===== src/sv/sorted_run_fence_lookup_unit_defines.svh =====
// ----------------------------------------------------------------------------
// sorted run fence lookup: assertion macros
// shared assertion forms for the lookup unit, clocked on the rising edge
// ----------------------------------------------------------------------------
`ifndef SORTED_RUN_FENCE_LOOKUP_UNIT_DEFINES_SVH
`define SORTED_RUN_FENCE_LOOKUP_UNIT_DEFINES_SVH

// checked only while out of reset
`define SRFL_ASSERT(lbl, clk, rst_n, prop, msg) \
  lbl: assert property (@(posedge clk) disable iff (!(rst_n)) (prop)) else $error(msg);

// checked at every edge, reset included
`define SRFL_ASSERT_ALWAYS(lbl, clk, prop, msg) \
  lbl: assert property (@(posedge clk) (prop)) else $error(msg);

`endif


===== src/sv/srfl_ram.sv =====
// ----------------------------------------------------------------------------
// srfl_ram
// generic single write port, single read port ram with registered read data
// ----------------------------------------------------------------------------
module srfl_ram #(
  parameter int unsigned WIDTH = 32,
  parameter int unsigned DEPTH = 16,
  parameter int unsigned AW    = (DEPTH > 1) ? $clog2(DEPTH) : 1
) (
  input  logic             clk_i,
  input  logic             we_i,
  input  logic [AW-1:0]    waddr_i,
  input  logic [WIDTH-1:0] wdata_i,
  input  logic [AW-1:0]    raddr_i,
  output logic [WIDTH-1:0] rdata_o
);

  logic [WIDTH-1:0] mem_q [DEPTH];

  always_ff @(posedge clk_i) begin
    if (we_i) begin
      mem_q[waddr_i] <= wdata_i;
    end
    rdata_o <= mem_q[raddr_i];
  end

endmodule


===== config.mk =====
export PLATFORM = sky130hd
export DESIGN_NAME = srfl_ram
export DESIGN_NICKNAME = d
export VERILOG_FILES = /design/src/sv/sorted_run_fence_lookup_unit_defines.svh /design/src/sv/srfl_ram.sv
export SDC_FILE = /design/constraint.sdc
export NUM_CORES = 1
export LEC_CHECK = 0
export BUFFER_PORTS_ARGS = -buffer_cell sky130_fd_sc_hd__buf_2
export CORE_ASPECT_RATIO = 1.4
export CORE_MARGIN = 4
export CORE_UTILIZATION = 61
export DETAILED_ROUTE_END_ITERATION = 12
export PLACE_DENSITY = 0.79
export SLEW_MARGIN = 20
export SYNTH_ARGS = -nofsm -noshare
export SYNTH_HDL_FRONTEND = slang
export SYNTH_SLANG_ARGS = --single-unit

===== constraint.sdc =====
create_clock -name clk_i -period 3.9 [get_ports clk_i]
set_input_delay 0.39 -clock clk_i [delete_from_list [all_inputs] [get_ports clk_i]]
set_output_delay 0.39 -clock clk_i [all_outputs]
set_load 0.05 [all_outputs]

* Word-level counts from Yosys, hierarchy flattened *
Memory sizes are Yosys's and may differ from the RTL's. A register that Yosys moved wholly into a read port is not among the register bits.
Cells that the tools add are included.

cells by class
  $add $sub $neg = 0
  $mul = 0
  divide/modulo/power cells = 0
  order comparisons = 0
  eq/ne operators = 0
  shift-type cells = 0
  mux-type cells = 2
  bitwise gates (word level) = 0
  reductions and logical operators = 0

operators with widths
  operator           count
  two-way mux 1 bit  2

word-level totals
  register bits after elaboration = 0
  bits in latches = 0
  memory bits (writable) = 512
  ROM bits = 0
  input port bits = 42
  output and inout bits = 32
  word-level logic and storage cells = 3
  memories = 1

memories
  memory  depth  bits a word  read ports  clocked after memory_dff  wr ports  RTL line        RTL
  mem_q   16     32           1           1                         1         srfl_ram.sv:18  logic [WIDTH-1:0] mem_q [DEPTH];

* Logic depth before layout (Yosys ltp) *
  depth in word-level cells = 2
  gate-level depth with buffers = 5
  mapped depth without buffers = 3

* Worst setup path after synthesis *
Ideal clock, no wire load.

  path kind = in2reg
  from = input port waddr_i[2]
  to = memory mem_q[0][0] (enable)
  library setup time = 461 ps
  arrival = 3108 ps
  data required time = 3439 ps
  slack = 330 ps
  stages = 2
  buffers on the path = 0
  cell sequence = or3b_2 > nor3_1

RTL lines
  element             RTL line        RTL
  start: declaration  srfl_ram.sv:12  input logic [AW-1:0] waddr_i,
  end: declaration    srfl_ram.sv:18

Straight into the memory's write port.

* Worst setup path after layout *
  from = input port waddr_i[2]
  to = memory mem_q[3][28] (enable)

Straight into the memory's write port.

==> impl_metrics.toml <==
[placement]
port_buffers = 73
dpl.cell_count = 1327
dp_hpwl_mm = 20.4
gp_congestion = 0.746

[clock_network]
numCtsBuffers = 48
cts.sinks = 544
post_cts_buffers = 0
cts_tree = "yes"
cts_buffer_depth = 3
cts_root_buf = "clkbuf_16"
path_clk_slew_ns = 0.07
cts.htree.levels = 2
cts.hold.buffers_added = 0
cts_resized = 0
clk_latency_ns = 0.57

[synthesis]
ys_seq_elements = 544
synthDistinctLibCells = 18
syn-cell-area_sq_mm = 0.0199
ys_seq_area_frac = 0.807
syn_nets = 880
ys_warn_count = 0
avgSynthCellArea_sq_um = 23.7
syn-instance-count = 838

[run_status]
status = "complete, no violations"

[route]
drt-total-wl_mm = 39.9
num_vias = 9051
drc = 0
ant_nets = 0
drt-initial-drc-count = 987
viasPerCell = 6.41
first_pass_iters = 5
wl_per_cell_um = 28.2

[setup_path]
critPathRequiredTime_ns = 4.15
crit_type = "in -> reg"
crit_path_cell_trace = "buf_2 > or3b_2 > nor2_4 > buf_4"
slowest_delay_ns = 0.77
cpLargestDelayFamily = "simple AND/OR/NAND/NOR gates"
cpMaxStageDelayCell = "nor2_4"
cp_data_arrival_time_ns = 2.22
crit_fanout = 24
end_kind = "flip-flop"
start_kind = "input pin"
crit_buf_inv = 2

[pwr]
power_frac_seq = 0.538
switching_share = 0.208
power.internal_uw = 9670
ir_drop_uv = 422
switching_power_uw = 2540
power.share.clock = 0.405
p_leak_uw = 0.00728
p_comb_frac = 0.057
p_per_area_mw_per_mm2 = 540

[global_route]
antenna_found_initial = 1
track_usage = 0.230
grt_pass1_vias = 9633
grt_overflow = 0
grt_pass1_wl_mm = 60.9
grt_max_degree = 50

[timing]
rsz0062_at_grt = "false"
min_period_over_period = 0.504
slew_headroom = 0.229
fin_skew_ns = 0.0146
tns_ns = 0
clock.fmax_mhz = 509
finalMaxSlewViolations = 0
tightest_slew_ns = 1.15
hold_violations = 0
setup_viol = 0
layout_min_cycle_time_ns = 1.97

[final_layout]
synthToLayoutAreaGrowth_pct = 13.9
multiInputGateArea_sq_mm = 0.00375
fillers = 1783
fin_nets = 986
diodes = 0
layout.cells.non_filler = 1412
ff_latch_area_sq_mm = 0.0160
drive_gt1_frac = 0.331

[die]
die_w_um = 160
fp.dieH_um = 221
die-area_sq_mm = 0.0355
placementRows = 77
pin_count = 74
fp.coreArea_sq_mm = 0.0319
start_util = 0.623

[worst_hold_path]
hold_path_class = "in -> reg"

[flow_run]
maxCapViolations = 0
[final timing paths]
| path | startpoint | to | slack (ns) | cells after the start |
|---|---|---|---|---|
| setup reg to reg | mem_q[3][12] | rdata_o[12] | 2.53 | 3 |
| hold reg to reg | mem_q[14][5] | rdata_o[5] | 0.67 | 3 |
| hold / removal | wdata_i[11] | mem_q[12][11] | 0.19 | 1 |
| setup / recovery | waddr_i[2] | mem_q[3][28] | 1.93 | 4 |
[cell families after synthesis]
family,synth area share
multiplexers,0.145
AND/OR/NAND/NOR,0.0127
flip-flops,0.807
buffers and inverters,0.0112
AO/OA/AOI/OAI,0.0242
[cells in the mapped netlist, drive strengths merged]
| master | n | share of area |
|---|---|---|
| edfxtp | 512 | 0.77 |
| mux4 | 128 | 0.15 |
| a22oi | 64 | 0.024 |
| nand2 | 33 | 0.0062 |
| dfxtp | 32 | 0.032 |
| buf | 26 | 0.0080 |
| clkbuf | 17 | 0.0032 |
| nor2 | 13 | 0.0025 |
| nor3 | 4 | 0.0010 |
| nand2b | 2 | 0.00063 |
| nand3b | 2 | 0.00076 |
| nor2b | 2 | 0.00063 |
| and2 | 1 | 0.00032 |
| nand3 | 1 | 0.00025 |
| or3b | 1 | 0.00044 |
[through the flow]
stage               worst slack [ns]  area (sq um)  power [uW]  utilization  hold slack (ns)
global route                    1.87         22600       12600        0.709            0.197
CTS                             1.97         22600       12300        0.708            0.175
floorplan                      0.330         19900        7140            -            0.489
global placement                1.45         20900        7370        0.655            0.644
detailed placement              1.41         20900        7390        0.656            0.656
finish                          1.93         22600       12200        0.709            0.192
[placed cells by master, fill, tap and decap left out]
master / netlist / layout
clkinv_1: 0 / 5
buf_4: 11 / 22
clkinvlp_4: 0 / 6
mux4_2: 128 / 128
buf_2: 4 / 71
edfxtp_1: 512 / 512
nand2b_1: 2 / 2
bufinv_16: 0 / 8
a22oi_1: 64 / 64
buf_12: 0 / 3
nor2b_4: 0 / 2
dfxtp_1: 32 / 32
nand3_1: 1 / 1
clkbuf_1: 17 / 3
inv_8: 0 / 1
buf_16: 0 / 2
nor3_2: 0 / 4
nor2_4: 0 / 13
clkbuf_16: 0 / 49
or3b_2: 1 / 1
nand2_1: 33 / 33
clkinv_4: 0 / 2
clkinv_2: 0 / 6
and2_2: 0 / 1
clkbuf_8: 0 / 5
nand3b_1: 2 / 2
[layout make-up]
cell class              instances  share of cell area
multi-input cells             251               0.166
repair buffers                 99              0.0287
clock inverters                28              0.0160
clock buffers                  56              0.0572
flip-flops and latches        544               0.708
well taps                     434              0.0240
[flip-flops by register name, summed over array words and instances (netlist names)]
name     count
mem_q      512
rdata_o     32
[power by group through the flow]
stage	Sequential (uW)	Clock (uW)	Combinational (uW)
after floorplan	6830	0	314
after global placement	6690	0	676
after detailed placement	6700	0	695
after CTS	6580	5010	702
after global routing	6580	5260	742
final	6570	4940	695
[routing by layer]
| metal | GRT usage | share of wire | vias up |
|---|---|---|---|
| li1 | - | - | 3773 |
| met1 | 0.322 | 0.38 | 4778 |
| met2 | 0.381 | 0.52 | 415 |
| met3 | 0.0352 | 0.067 | 83 |
| met4 | 0.0758 | 0.031 | 2 |
| met5 | 0 | 0.00033 | - |
Note: power is estimated with default switching activity, not from simulation.
